$ cat src/rtl/core/plist_pkg.sv
// Shared constants, operation and status codes, and interface structs of the
// positional list engine. No dependencies.
`default_nettype none

package plist_pkg;

	localparam int CAPACITY = 32;
	localparam int AW       = $clog2(CAPACITY);
	localparam int CNT_W    = $clog2(CAPACITY + 1);
	localparam int DATA_W   = 32;
	localparam int POS_W    = 16;
	localparam int OP_W     = 3;
	localparam int ST_W     = 3;
	localparam int IDX_W    = 6;

	localparam logic [OP_W-1:0] OP_CREATE    = 3'd0;
	localparam logic [OP_W-1:0] OP_INS_FRONT = 3'd1;
	localparam logic [OP_W-1:0] OP_INS_END   = 3'd2;
	localparam logic [OP_W-1:0] OP_INS_AT    = 3'd3;
	localparam logic [OP_W-1:0] OP_DEL_FRONT = 3'd4;
	localparam logic [OP_W-1:0] OP_DEL_END   = 3'd5;
	localparam logic [OP_W-1:0] OP_DEL_AT    = 3'd6;
	localparam logic [OP_W-1:0] OP_DISPLAY   = 3'd7;

	localparam logic [ST_W-1:0] ST_OK      = 3'd0;
	localparam logic [ST_W-1:0] ST_NO_LIST = 3'd1;
	localparam logic [ST_W-1:0] ST_EMPTY   = 3'd2;
	localparam logic [ST_W-1:0] ST_BAD_POS = 3'd3;
	localparam logic [ST_W-1:0] ST_FULL    = 3'd4;

	typedef struct packed {
		logic                     valid;
		logic [ST_W-1:0]          status;
		logic signed [DATA_W-1:0] element;
		logic [IDX_W-1:0]         index;
		logic                     last;
	} result_t;

	typedef struct packed {
		logic              en;
		logic [AW-1:0]     addr;
		logic [DATA_W-1:0] data;
	} mem_wr_t;

endpackage

`default_nettype wire

$ cat src/rtl/core/plist_ram.sv
// Element store: one write port, one read port with registered read data.
// Depends on plist_pkg.
`default_nettype none

module plist_ram (
	input  wire                               clk,
	input  plist_pkg::mem_wr_t                wr,
	input  wire                               rd_en,
	input  wire [plist_pkg::AW-1:0]           rd_addr,
	output logic [plist_pkg::DATA_W-1:0]      rd_data
);
	import plist_pkg::*;

	logic [DATA_W-1:0] mem [CAPACITY];

	always_ff @(posedge clk) begin
		if (wr.en) begin
			mem[wr.addr] <= wr.data;
		end
		if (rd_en) begin
			rd_data <= mem[rd_addr];
		end
	end

endmodule

`default_nettype wire

$ cat src/rtl/core/plist_ctrl.sv
// Sequencer of the positional list engine: decodes each command, checks it
// against count, and shifts or walks the element store one entry a cycle.
// Depends on plist_pkg.
`default_nettype none

module plist_ctrl (
	input  wire                               clk,
	input  wire                               arst_n,
	input  wire                               start,
	input  wire [plist_pkg::OP_W-1:0]         op,
	input  wire [plist_pkg::DATA_W-1:0]       value,
	input  wire [plist_pkg::POS_W-1:0]        position,
	output logic                              busy,
	output logic                              rd_en,
	output logic [plist_pkg::AW-1:0]          rd_addr,
	input  wire [plist_pkg::DATA_W-1:0]       rd_data,
	output plist_pkg::mem_wr_t                wr,
	output plist_pkg::result_t                res
);
	import plist_pkg::*;

	localparam logic [2:0] S_IDLE  = 3'd0;
	localparam logic [2:0] S_MOVE  = 3'd1;
	localparam logic [2:0] S_DISP  = 3'd2;
	localparam logic [2:0] S_DRAIN = 3'd3;
	localparam logic [2:0] S_WVAL  = 3'd4;

	logic [2:0]        state_q, state_d;
	logic              created_q, created_d;
	logic [CNT_W-1:0]  count_q, count_d;
	logic [OP_W-1:0]   op_q, op_d;
	logic [DATA_W-1:0] val_q, val_d;
	logic [AW-1:0]     at_q, at_d;
	logic [AW-1:0]     ptr_q, ptr_d;
	logic [AW-1:0]     end_q, end_d;
	logic              pipe_v_s1, pipe_v_d;
	logic [AW-1:0]     pipe_addr_s1, pipe_addr_d;
	logic              pipe_last_s1, pipe_last_d;

	logic              full, empty, ins_pos_ok, del_pos_ok, op_q_ins;
	logic [AW-1:0]     ins_slot, del_slot, last_slot;

	assign busy  = (state_q != S_IDLE);
	assign full  = (count_q == CNT_W'(CAPACITY));
	assign empty = (count_q == '0);

	assign ins_pos_ok = (position != '0) &&
		((POS_W+1)'(position) <= (POS_W+1)'(count_q) + (POS_W+1)'(1));
	assign del_pos_ok = (position != '0) &&
		((POS_W+1)'(position) <= (POS_W+1)'(count_q));

	assign last_slot = AW'(count_q - CNT_W'(1));
	assign op_q_ins  = (op_q == OP_INS_FRONT) || (op_q == OP_INS_END) ||
		(op_q == OP_INS_AT);

	always_comb begin
		case (op) inside
			OP_INS_FRONT: ins_slot = '0;
			OP_INS_END:   ins_slot = AW'(count_q);
			default:      ins_slot = AW'(position - POS_W'(1));
		endcase
		case (op) inside
			OP_DEL_FRONT: del_slot = '0;
			OP_DEL_END:   del_slot = last_slot;
			default:      del_slot = AW'(position - POS_W'(1));
		endcase
	end

	always_comb begin
		state_d     = state_q;
		created_d   = created_q;
		count_d     = count_q;
		op_d        = op_q;
		val_d       = val_q;
		at_d        = at_q;
		ptr_d       = ptr_q;
		end_d       = end_q;
		pipe_v_d    = 1'b0;
		pipe_addr_d = pipe_addr_s1;
		pipe_last_d = 1'b0;
		res         = '0;
		wr          = '0;
		rd_en       = 1'b0;
		rd_addr     = ptr_q;

		// read data of the previous cycle: a display word or a shifted entry
		if (pipe_v_s1) begin
			if (op_q == OP_DISPLAY) begin
				res.valid   = 1'b1;
				res.status  = ST_OK;
				res.element = rd_data;
				res.index   = IDX_W'(pipe_addr_s1);
				res.last    = pipe_last_s1;
			end else begin
				wr.en   = 1'b1;
				wr.addr = pipe_addr_s1;
				wr.data = rd_data;
			end
		end

		unique case (state_q)
			S_IDLE: begin
				if (start) begin
					op_d       = op;
					val_d      = value;
					res.valid  = 1'b1;
					res.last   = 1'b1;
					res.status = ST_OK;
					if (op == OP_CREATE) begin
						created_d = 1'b1;
						count_d   = '0;
					end else if (!created_q) begin
						res.status = ST_NO_LIST;
					end else begin
						case (op) inside
							OP_INS_FRONT, OP_INS_END, OP_INS_AT: begin
								if (op == OP_INS_AT && !ins_pos_ok) begin
									res.status = ST_BAD_POS;
								end else if (full) begin
									res.status = ST_FULL;
								end else if (ins_slot == AW'(count_q)) begin
									// append: nothing to shift
									wr.en   = 1'b1;
									wr.addr = ins_slot;
									wr.data = value;
									count_d = count_q + CNT_W'(1);
								end else begin
									res.valid = 1'b0;
									ptr_d     = last_slot;
									end_d     = ins_slot;
									at_d      = ins_slot;
									state_d   = S_MOVE;
								end
							end
							OP_DEL_FRONT, OP_DEL_END, OP_DEL_AT: begin
								if (empty) begin
									res.status = ST_EMPTY;
								end else if (op == OP_DEL_AT && !del_pos_ok) begin
									res.status = ST_BAD_POS;
								end else if (del_slot == last_slot) begin
									count_d = count_q - CNT_W'(1);
								end else begin
									res.valid = 1'b0;
									ptr_d     = AW'(del_slot + AW'(1));
									end_d     = last_slot;
									state_d   = S_MOVE;
								end
							end
							default: begin
								if (empty) begin
									res.status = ST_EMPTY;
								end else begin
									res.valid = 1'b0;
									ptr_d     = '0;
									end_d     = last_slot;
									state_d   = S_DISP;
								end
							end
						endcase
					end
				end
			end
			S_MOVE: begin
				// insert walks down and moves each entry up; delete the reverse
				rd_en       = 1'b1;
				pipe_v_d    = 1'b1;
				pipe_addr_d = op_q_ins ? AW'(ptr_q + AW'(1)) : AW'(ptr_q - AW'(1));
				if (ptr_q == end_q) begin
					state_d = S_DRAIN;
				end else begin
					ptr_d = op_q_ins ? AW'(ptr_q - AW'(1)) : AW'(ptr_q + AW'(1));
				end
			end
			S_DISP: begin
				rd_en       = 1'b1;
				pipe_v_d    = 1'b1;
				pipe_addr_d = ptr_q;
				pipe_last_d = (ptr_q == end_q);
				if (ptr_q == end_q) begin
					state_d = S_DRAIN;
				end else begin
					ptr_d = AW'(ptr_q + AW'(1));
				end
			end
			S_DRAIN: begin
				if (op_q == OP_DISPLAY) begin
					state_d = S_IDLE;
				end else if (op_q_ins) begin
					state_d = S_WVAL;
				end else begin
					res.valid  = 1'b1;
					res.status = ST_OK;
					res.last   = 1'b1;
					count_d    = count_q - CNT_W'(1);
					state_d    = S_IDLE;
				end
			end
			S_WVAL: begin
				wr.en      = 1'b1;
				wr.addr    = at_q;
				wr.data    = val_q;
				res.valid  = 1'b1;
				res.status = ST_OK;
				res.last   = 1'b1;
				count_d    = count_q + CNT_W'(1);
				state_d    = S_IDLE;
			end
			default: begin
				state_d = S_IDLE;
			end
		endcase
	end

	always_ff @(posedge clk or negedge arst_n) begin
		if (!arst_n) begin
			state_q      <= S_IDLE;
			created_q    <= 1'b0;
			count_q      <= '0;
			pipe_v_s1    <= 1'b0;
			pipe_last_s1 <= 1'b0;
		end else begin
			state_q      <= state_d;
			created_q    <= created_d;
			count_q      <= count_d;
			pipe_v_s1    <= pipe_v_d;
			pipe_last_s1 <= pipe_last_d;
		end
	end

	always_ff @(posedge clk) begin
		op_q         <= op_d;
		val_q        <= val_d;
		at_q         <= at_d;
		ptr_q        <= ptr_d;
		end_q        <= end_d;
		pipe_addr_s1 <= pipe_addr_d;
	end

endmodule

`default_nettype wire

$ cat src/rtl/core/positional_list_engine.sv
// Top level of the positional list engine: sequencer, element store and the
// result register. Depends on plist_pkg, plist_ctrl and plist_ram.
`default_nettype none

// A command is taken when start is high and busy is low. Results come out one
// per cycle with strobe high, and the receiver must take each one as it comes.
// Create, append, delete at the end, every rejected command and a display of an
// empty list are answered from idle. An insert walks the entries it moves, then
// drains the last read and writes the new value; a delete walks and drains; a
// display walks its words and drains, the words arriving back to back. This
// comes from the element store, which reads and writes one entry per cycle.
module positional_list_engine (
	input  wire                                  clk,
	input  wire                                  arst_n,
	input  wire                                  start,
	input  wire [plist_pkg::OP_W-1:0]            op,
	input  wire signed [plist_pkg::DATA_W-1:0]   value,
	input  wire [plist_pkg::POS_W-1:0]           position,
	output logic                                 busy,
	output logic                                 strobe,
	output logic [plist_pkg::ST_W-1:0]           status,
	output logic signed [plist_pkg::DATA_W-1:0]  element,
	output logic [plist_pkg::IDX_W-1:0]          element_index,
	output logic                                 last
);
	import plist_pkg::*;

	logic              rd_en;
	logic [AW-1:0]     rd_addr;
	logic [DATA_W-1:0] rd_data;
	mem_wr_t           wr;
	result_t           res;
	logic              strobe_q;
	result_t           res_q;

	plist_ctrl u_ctrl (
		.clk      (clk),
		.arst_n   (arst_n),
		.start    (start),
		.op       (op),
		.value    (value),
		.position (position),
		.busy     (busy),
		.rd_en    (rd_en),
		.rd_addr  (rd_addr),
		.rd_data  (rd_data),
		.wr       (wr),
		.res      (res)
	);

	plist_ram u_ram (
		.clk     (clk),
		.wr      (wr),
		.rd_en   (rd_en),
		.rd_addr (rd_addr),
		.rd_data (rd_data)
	);

	always_ff @(posedge clk or negedge arst_n) begin
		if (!arst_n) begin
			strobe_q <= 1'b0;
		end else begin
			strobe_q <= res.valid;
		end
	end

	always_ff @(posedge clk) begin
		res_q <= res;
	end

	assign strobe        = strobe_q;
	assign status        = res_q.status;
	assign element       = res_q.element;
	assign element_index = res_q.index;
	assign last          = res_q.last;

	// a display stream has no gaps
	a_stream_contiguous: assert property (@(posedge clk) disable iff (!arst_n)
		strobe && !last |=> strobe)
		else $error("display stream broken before its last word");

	// an accepted command either answers at once or holds busy
	a_accept_progress: assert property (@(posedge clk) disable iff (!arst_n)
		start && !busy |=> strobe || busy)
		else $error("accepted command neither answered nor busy");

	// any non-ok answer is a single word
	a_error_single: assert property (@(posedge clk) disable iff (!arst_n)
		strobe && status != ST_OK |-> last)
		else $error("error status without last mark");

	// no command is taken while a display stream is still under way
	a_display_no_accept: assert property (@(posedge clk) disable iff (!arst_n)
		strobe && !last |-> busy)
		else $error("command accepted during display stream");

endmodule

`default_nettype wire

$ cat config.mk
export PLATFORM = sky130hd
export DESIGN_NAME = positional_list_engine
export DESIGN_NICKNAME = d
export VERILOG_FILES = /design/src/rtl/core/plist_pkg.sv /design/src/rtl/core/plist_ram.sv /design/src/rtl/core/plist_ctrl.sv /design/src/rtl/core/positional_list_engine.sv
export SDC_FILE = /design/constraint.sdc
export NUM_CORES = 1
export LEC_CHECK = 0
export BUFFER_PORTS_ARGS = -buffer_cell sky130_fd_sc_hd__clkbuf_2
export CELL_PAD_IN_SITES_DETAIL_PLACEMENT = 0
export CELL_PAD_IN_SITES_GLOBAL_PLACEMENT = 1
export CORE_MARGIN = 2
export CORE_UTILIZATION = 54
export CTS_BUF_LIST = sky130_fd_sc_hd__clkbuf_16
export CTS_CLUSTER_DIAMETER = 40
export DETAILED_ROUTE_END_ITERATION = 10
export PLACE_DENSITY = 0.79
export SLEW_MARGIN = 20
export SYNTH_ARGS = -nofsm -noshare
export SYNTH_HDL_FRONTEND = slang
export SYNTH_HIERARCHICAL = 1
export SYNTH_SLANG_ARGS = --single-unit
$ cat constraint.sdc
create_clock -name clk -period 7.4 [get_ports clk]
set_clock_uncertainty 0.15 [all_clocks]
set_input_delay 1.48 -clock clk [delete_from_list [all_inputs] [get_ports clk]]
set_output_delay 1.48 -clock clk [all_outputs]
set_load 0.03 [all_outputs]
==> run_results.csv, run 1 <==
group,metric,value,unit
cts,cts-root-buf,"clkbuf_16",
pwr,power_frac_seq,0.396,
cts,cts_setup_buffers,0,
worst_setup_path,start_kind,"register",
cts,clk_pin_slew_worst_paths,0.05,ns
sta,setup_tns,0,ns
worst_setup_path,worst_ep_arrival_time,6.34,ns
placement,io_buffers,97,
routing,via_count,27822,
yosys,syn_avg_cell_area,15.9,sq um
sta,final_max_slew_viol_count,0,
placement,dpl.hpwl,75.5,mm
worst_hold_path,min_to,"last",
placement,dp.cells,4172,
worst_setup_path,reg2reg_from,"u_ctrl/count_q[0]",
yosys,synth_flop_cell,"edfxtp_1",
routing,wl_met3,10.0,mm
die,core,88000,sq um
routing,drc,0,
pwr,max-vdd-ir-drop,508,uV
pwr,comb_power_share,0.324,
sta,hold_viol_final,0,
yosys,synthCells,3002,
routing,wl_per_cell,28.0,um
grt,antenna_found_initial,1,
outcome,status,"finished clean",
yosys,synthesis.nets,3076,
cts,cts.sinks,1166,
pwr,power_frac_clock,0.280,
layout,final_common_cell,"edfxtp_1",
placement,placed_area,49900,sq um
sta,max_freq,0.164,GHz
layout,multi_input_area,12500,sq um
worst_setup_path,crit_path_max_incr_delay,0.63,ns
cts,cts_tree,"yes",
yosys,ys_ff_latch,1166,
placement,dp_slack,0.784,ns
layout,layout.nets,3225,
layout,fin_cells,4428,
die,fp-row-count,109,
grt,grt_start_max_net_pins,149,
worst_setup_path,required,7.63,ns
die,die_y,301,um
layout,fillCellCount,6279,
layout,sequential_cell_area,34500,sq um
sta,period_share,0.825,
worst_setup_path,critPathCaptureType,"register",
layout,finish.instance_area,54600,sq um
cts,ctsResizeCount,0,
worst_setup_path,crit_type,"register to register",
grt,grt_overflow_total,0,
routing,drtPass1Iterations,8,
cts,cts.htree.levels,4,
layout,area_delta_synth_final,14.4,%
yosys,yosysWarningCount,6,
worst_hold_path,hp-class,"register to register",
routing,dr.max_layer_used,"met4",
sta,setup_viol,0,
pwr,swShare,0.357,
cts,clk_latency,0.74,ns
routing,wl_met2,58.5,mm
yosys,ys_types,88,
grt,grt_pass1_wl,181,mm
yosys,synth.largest_area_cell,"edfxtp_1",
routing,drtIter0Drc,3649,
yosys,ys_seq_area_frac,0.723,
worst_setup_path,worstRegToRegCells,15,
worst_hold_path,holdPathStages,1,
grt,grt_pass1_vias,27248,
cts,cts_hold_buffers,0,
routing,via_per_inst,6.28,
pwr,p_sw,8.55,mW
worst_hold_path,worstHoldStart,"u_ctrl/pipe_last_s1",
flow_run,maxCapViolCount,0,
yosys,async_reset_ff_frac,0.0111,
die,die_area,90800,sq um
sta,finalWorstSetupSlack,1.29,ns
pwr,powerDensity,439,nW/um^2
worst_setup_path,reg2reg_slack,1.29,ns
yosys,synth_edf_count,1111,
yosys,yosysTopAreaCellShare,0.699,
sta,maxSlewHeadroom,0.250,
worst_setup_path,worstReg2RegEnd,"u_ram/mem[9][8]",
worst_setup_path,worstPathMaxFanout,22,
cts,clk_path_buf_depth,3,
die,num_io_pins,98,
sta,finalWorstPathRequiredPeriod,6.11,ns
sta,grt_setup_unrepaired,"no",
worst_setup_path,cp_top_family,"simple AND/OR/NAND/NOR gates",
routing,wl,124,mm
cts,numCtsBuffers,139,
worst_setup_path,worst-path-buf-inv,3,
layout,layout_common_cells,"edfxtp_1 (1,111), mux2i_1 (514), a21oi_1 (148), clkbuf_16 (145), nand2_1 (144)",
yosys,syn-cell-area,47700,sq um
placement,place_congestion,0.884,
layout,drive_above_1_share,0.163,
worst_setup_path,cp_cell_sequence,"clkinv_1 -> ha_1 -> inv_1 -> ha_1 -> nand4_1 -> o2bb2ai_1 -> o311ai_2 -> o21ai_2 -> nand4_2 -> nor2_4 -> a221oi_1 -> a21oi_2 -> or3b_2 -> nor2_4 -> buf_4",
worst_setup_path,slowest_stage,"dfrtp_1",
routing,wl_met1,50.5,mm
die,die_w,301,um
die,start_util,0.543,
routing,drtAntennaViolNets,0,
sta,tightest_slew,1.12,ns
pwr,p_int,15.4,mW
pwr,cellLeakagePower,19.3,nW
yosys,synthTopCellsByArea,"edfxtp_1 (70%), mux2i_1 (11%), dfxtp_1 (1.8%)",
grt,grt_util_all_layers,0.273,
-- cell families after synthesis --
| group | share of synthesized area |
|---|---|
| buffers and inverters | 0.0245 |
| and+or+nand+nor | 0.0543 |
| adders and majority gates | 0.00545 |
| AOI/OAI and AO/OA | 0.0795 |
| other | 0.0000786 |
| muxes | 0.108 |
| xor gates and xnor gates | 0.00440 |
| DFF | 0.723 |
-- flip-flops by register name (all words and copies together) (netlist names) --
signal               cells
u_ctrl/at_q              5
u_ctrl/end_q             5
u_ctrl/pipe_addr_s1      5
u_ctrl/op_q              3
status                   3
u_ctrl/count_q           6
u_ctrl/pipe_last_s1      1
u_ctrl/state_q           3
u_ctrl/rd_addr           5
strobe                   1
u_ctrl/created_q         1
last                     1
u_ctrl/val_q            32
element                 32
element_index            6
u_ram/rd_data           32
u_ctrl/pipe_v_s1         1
u_ram/mem             1024
-- per-stage QoR --
step	power, mW	utilization	hold slack, ns
after floorplan	14.3	-	0.269
after global placement	17.1	0.568	0.300
after detailed placement	17.2	0.568	0.292
after CTS	23.9	0.620	0.288
after global routing	24.8	0.621	0.331
final	24.0	0.621	0.280
-- per-layer routing --
layer  track usage  vias to the layer above
met5             0                        -
met4         0.119                        0
met3        0.0450                      199
met2         0.429                     1305
met1         0.380                    14168
li1              -                    12150
-- worst max-delay path by stage --
stage / startpoint / depth (start not counted) / endpoint
3_5_place_dp: position[0] / 14 / u_ram/mem[9][8]
2_1_floorplan: position[0] / 14 / u_ram/mem[18][0]
4_1_cts: u_ctrl/count_q[0] / 15 / u_ram/mem[9][0]
6_report: u_ctrl/count_q[0] / 15 / u_ram/mem[9][8]
5_1_grt: u_ctrl/count_q[0] / 15 / u_ram/mem[9][0]
3_3_place_gp: position[0] / 14 / u_ram/mem[9][3]
-- final cells by class --
| type | count | share of cell area |
|---|---|---|
| diodes | 1 | 0.0000458 |
| well taps | 1165 | 0.0267 |
| multi-input cells | 1632 | 0.229 |
| repair buffers | 190 | 0.0263 |
| clock inverters | 107 | 0.0178 |
| inverters | 22 | 0.00151 |
| flip-flops and latches | 1166 | 0.632 |
| clock buffers | 145 | 0.0664 |
-- synthesized netlist by cell type (41+ instances only) --
library cell,number
a21oi_1,167
a221oi_1,42
a22o_1,65
a22oi_1,104
and2_1,41
clkbuf_1,69
dfxtp_1,42
edfxtp_1,1111
mux2i_1,514
nand2_1,145
nand3_1,124
nor2_1,77
nor3_1,48
-- power by group through the flow --
stage	sequential [mW]	combinational [mW]	clock, mW
6_report	9.48	7.77	6.71
5_1_grt	9.51	8.21	7.06
3_5_place_dp	9.60	7.65	0
4_1_cts	9.47	7.68	6.80
3_3_place_gp	9.58	7.47	0
2_1_floorplan	9.40	4.90	0
(Power assumes the default switching activity.)
==> run 2: changes to the inputs <==
--- a/config.mk
+++ b/config.mk
@@ -9,11 +9,11 @@
 export CELL_PAD_IN_SITES_DETAIL_PLACEMENT = 0
 export CELL_PAD_IN_SITES_GLOBAL_PLACEMENT = 1
 export CORE_MARGIN = 2
-export CORE_UTILIZATION = 54
+export CORE_UTILIZATION = 48
 export CTS_BUF_LIST = sky130_fd_sc_hd__clkbuf_16
 export CTS_CLUSTER_DIAMETER = 40
 export DETAILED_ROUTE_END_ITERATION = 10
-export PLACE_DENSITY = 0.79
+export PLACE_DENSITY = 0.74
 export SLEW_MARGIN = 20
 export SYNTH_ARGS = -nofsm -noshare
 export SYNTH_HDL_FRONTEND = slang
==> constraint.sdc (replaced) <==
create_clock -name clk -period 5.3 [get_ports clk]
set_clock_uncertainty 0.15 [all_clocks]
set_input_delay 1.06 -clock clk [delete_from_list [all_inputs] [get_ports clk]]
set_output_delay 1.06 -clock clk [all_outputs]
set_load 0.03 [all_outputs]
==> run 2 against run 1 <==
Effect of this change:
- first-iteration DRC count fell by 9.3%
- via count rose by 1.7%
- core utilization fell by 5.0 points
- global-route usage fell by 1.7 points
- critical path type unchanged
- highest routed layer is now met5
==> run_results.csv, run 2 (synthesis results as in run 1) <==
group,metric,value,unit
cts,cts_tree,"yes",
worst_setup_path,worst-path-buf-inv,2,
worst_setup_path,worst-path-stages,15,
die,start_util,0.485,
pwr,cellLeakagePower,20.1,nW
worst_setup_path,crit_path_max_incr_delay,0.57,ns
sta,tightest_slew,1.19,ns
sta,grt_setup_unrepaired,"no",
routing,drtPass1Iterations,5,
worst_setup_path,crit_end,"u_ram/mem[28][25]",
sta,setup_tns,0,ns
worst_setup_path,reg2reg_from,"u_ctrl/count_q[1]",
cts,clk_pin_slew_worst_paths,0.05,ns
pwr,power_frac_clock,0.295,
grt,grt_start_max_net_pins,90,
layout,final_common_cell,"edfxtp_1",
routing,drc,0,
worst_setup_path,start_kind,"register",
placement,dpl.hpwl,84.6,mm
pwr,p_int,22.6,mW
layout,largest_register,"u_ram/mem",
pwr,powerDensity,628,nW/um^2
die,die_y,319,um
cts,clk_path_buf_depth,3,
cts,cts.sinks,1166,
routing,via_per_inst,6.09,
routing,wl,131,mm
cts,cts-root-buf,"clkbuf_16",
sta,final_max_slew_viol_count,0,
layout,largest_reg_flops,1024,
placement,dp_slack,-0.0176,ns
placement,io_buffers,97,
worst_setup_path,reg2reg_slack,0.35,ns
worst_setup_path,required,5.60,ns
worst_setup_path,critPathCaptureType,"register",
sta,hold_viol_final,0,
routing,drtIter0Drc,3311,
worst_setup_path,slowest_stage,"or3b_4",
sta,max_freq,0.202,GHz
layout,multi_input_area,12500,sq um
grt,grt_overflow_total,0,
sta,whs,0.0984,ns
layout,area_delta_synth_final,17.7,%
cts,ctsResizeCount,0,
flow_run,maxCapViolCount,0,
pwr,power_frac_seq,0.375,
worst_hold_path,hp-class,"input port to asynchronous set/reset pin",
cts,cts_hold_buffers,0,
worst_setup_path,worstPathMaxFanout,14,
layout,fillCellCount,7533,
die,die_area,102000,sq um
layout,layout.nets,3304,
worst_setup_path,cp_cell_sequence,"ha_1 -> nand3_1 -> or3_1 -> ha_1 -> a211oi_1 -> o2bb2ai_1 -> o311ai_2 -> o21ai_2 -> and4_4 -> buf_4 -> a31oi_1 -> o21ai_1 -> or3b_4 -> nor2_4 -> buf_4",
layout,drive_above_1_share,0.186,
sta,finalWorstSetupSlack,0.347,ns
pwr,max-vdd-ir-drop,523,uV
routing,wl_per_cell,28.3,um
grt,antenna_found_initial,5,
cts,clk_latency,0.76,ns
cts,cts_setup_buffers,0,
worst_setup_path,startpoint,"u_ctrl/count_q[1]",
worst_setup_path,worstRegToRegCells,15,
outcome,status,"finished clean",
cts,cts.htree.levels,4,
layout,sequential_cell_area,34500,sq um
layout,fin_cells,4642,
layout,layout_common_cells,"edfxtp_1 (1,111), mux2i_1 (514), clkbuf_16 (152), a21oi_1 (148), nand2_1 (144)",
grt,grt_pass1_wl,191,mm
die,die_w,319,um
worst_setup_path,crit_type,"register to register",
routing,drtAntennaViolNets,0,
sta,setup_viol,0,
sta,period_share,0.935,
grt,grt_util_all_layers,0.256,
placement,dp.cells,4366,
die,num_io_pins,98,
die,fp-row-count,115,
routing,via_count,28288,
die,core,98400,sq um
worst_setup_path,cp_top_family,"simple AND/OR/NAND/NOR gates",
pwr,p_sw,12.7,mW
pwr,swShare,0.361,
sta,maxSlewHeadroom,0.208,
worst_setup_path,worstReg2RegEnd,"u_ram/mem[28][25]",
worst_setup_path,worst_ep_arrival_time,5.25,ns
pwr,comb_power_share,0.330,
cts,numCtsBuffers,149,
placement,place_congestion,0.892,
sta,finalWorstPathRequiredPeriod,4.95,ns
pwr,power,35.3,mW
grt,grt_pass1_vias,28015,
## run 2: cell count changes in the layout (fill, tap and decap cells not counted), moves of 7 or more
cell / delta
buf_4: +43
buf_12: +28
clkbuf_16: +7
bufinv_16: +9
## run 2: per-stage QoR
| step | area, sq um | util |
|---|---|---|
| 3_5_place_dp | 50900 | 0.518 |
| 2_1_floorplan | 47900 | - |
| 3_3_place_gp | 50900 | 0.518 |
| 5_1_grt | 56200 | 0.571 |
| 6_report | 56200 | 0.571 |
| 4_1_cts | 56200 | 0.571 |
## run 2: metal layers
| layer | vias up | wire [um] | global-route usage |
|---|---|---|---|
| li1 | 12361 | - | - |
| met1 | 14394 | 53200 | 0.348 |
| met2 | 1331 | 63400 | 0.418 |
| met3 | 200 | 10500 | 0.0438 |
| met4 | 2 | 4090 | 0.0922 |
| met5 | - | 13 | 0 |
## run 2: final cells by class
cell class | instances | area share
inverter | 22 | 0.00147
sequential | 1166 | 0.615
tap | 1287 | 0.0287
clock inverter | 121 | 0.0254
multi-input combinational | 1632 | 0.222
antenna | 3 | 0.000134
timing repair buffer | 259 | 0.0403
clock buffer | 152 | 0.0677
## run 2: worst min path at each step
stage | cells past startpoint | endpoint | slack [ns]
final | 1 | u_ctrl/created_q | 0.1
after global routing | 1 | u_ctrl/state_q[1] | 0.10
after CTS | 1 | u_ctrl/count_q[4] | 0.07
after detailed placement | 1 | last | 0.35
after global placement | 1 | last | 0.34
after floorplan | 1 | last | 0.27
## run 2: worst register-to-register path: cells and delay by family (launching register included)
kind | cells | cell delay [ns]
AND/OR/NAND/NOR | 5 | 1.66
AO/OA/AOI/OAI | 6 | 1.34
adder cells (fa/ha/maj) | 2 | 0.60
buffers and inverters | 2 | 0.46
flip-flops | 1 | 0.45
## run 2: power groups by stage
stage                     Combinational [mW]  Clock (mW)  Sequential, mW
after floorplan                         6.92           0            13.1
after global placement                  11.3           0            13.4
after detailed placement                11.5           0            13.4
after CTS                               11.5        10.6            13.2
after global routing                    12.2        10.9            13.3
final                                   11.6        10.4            13.2
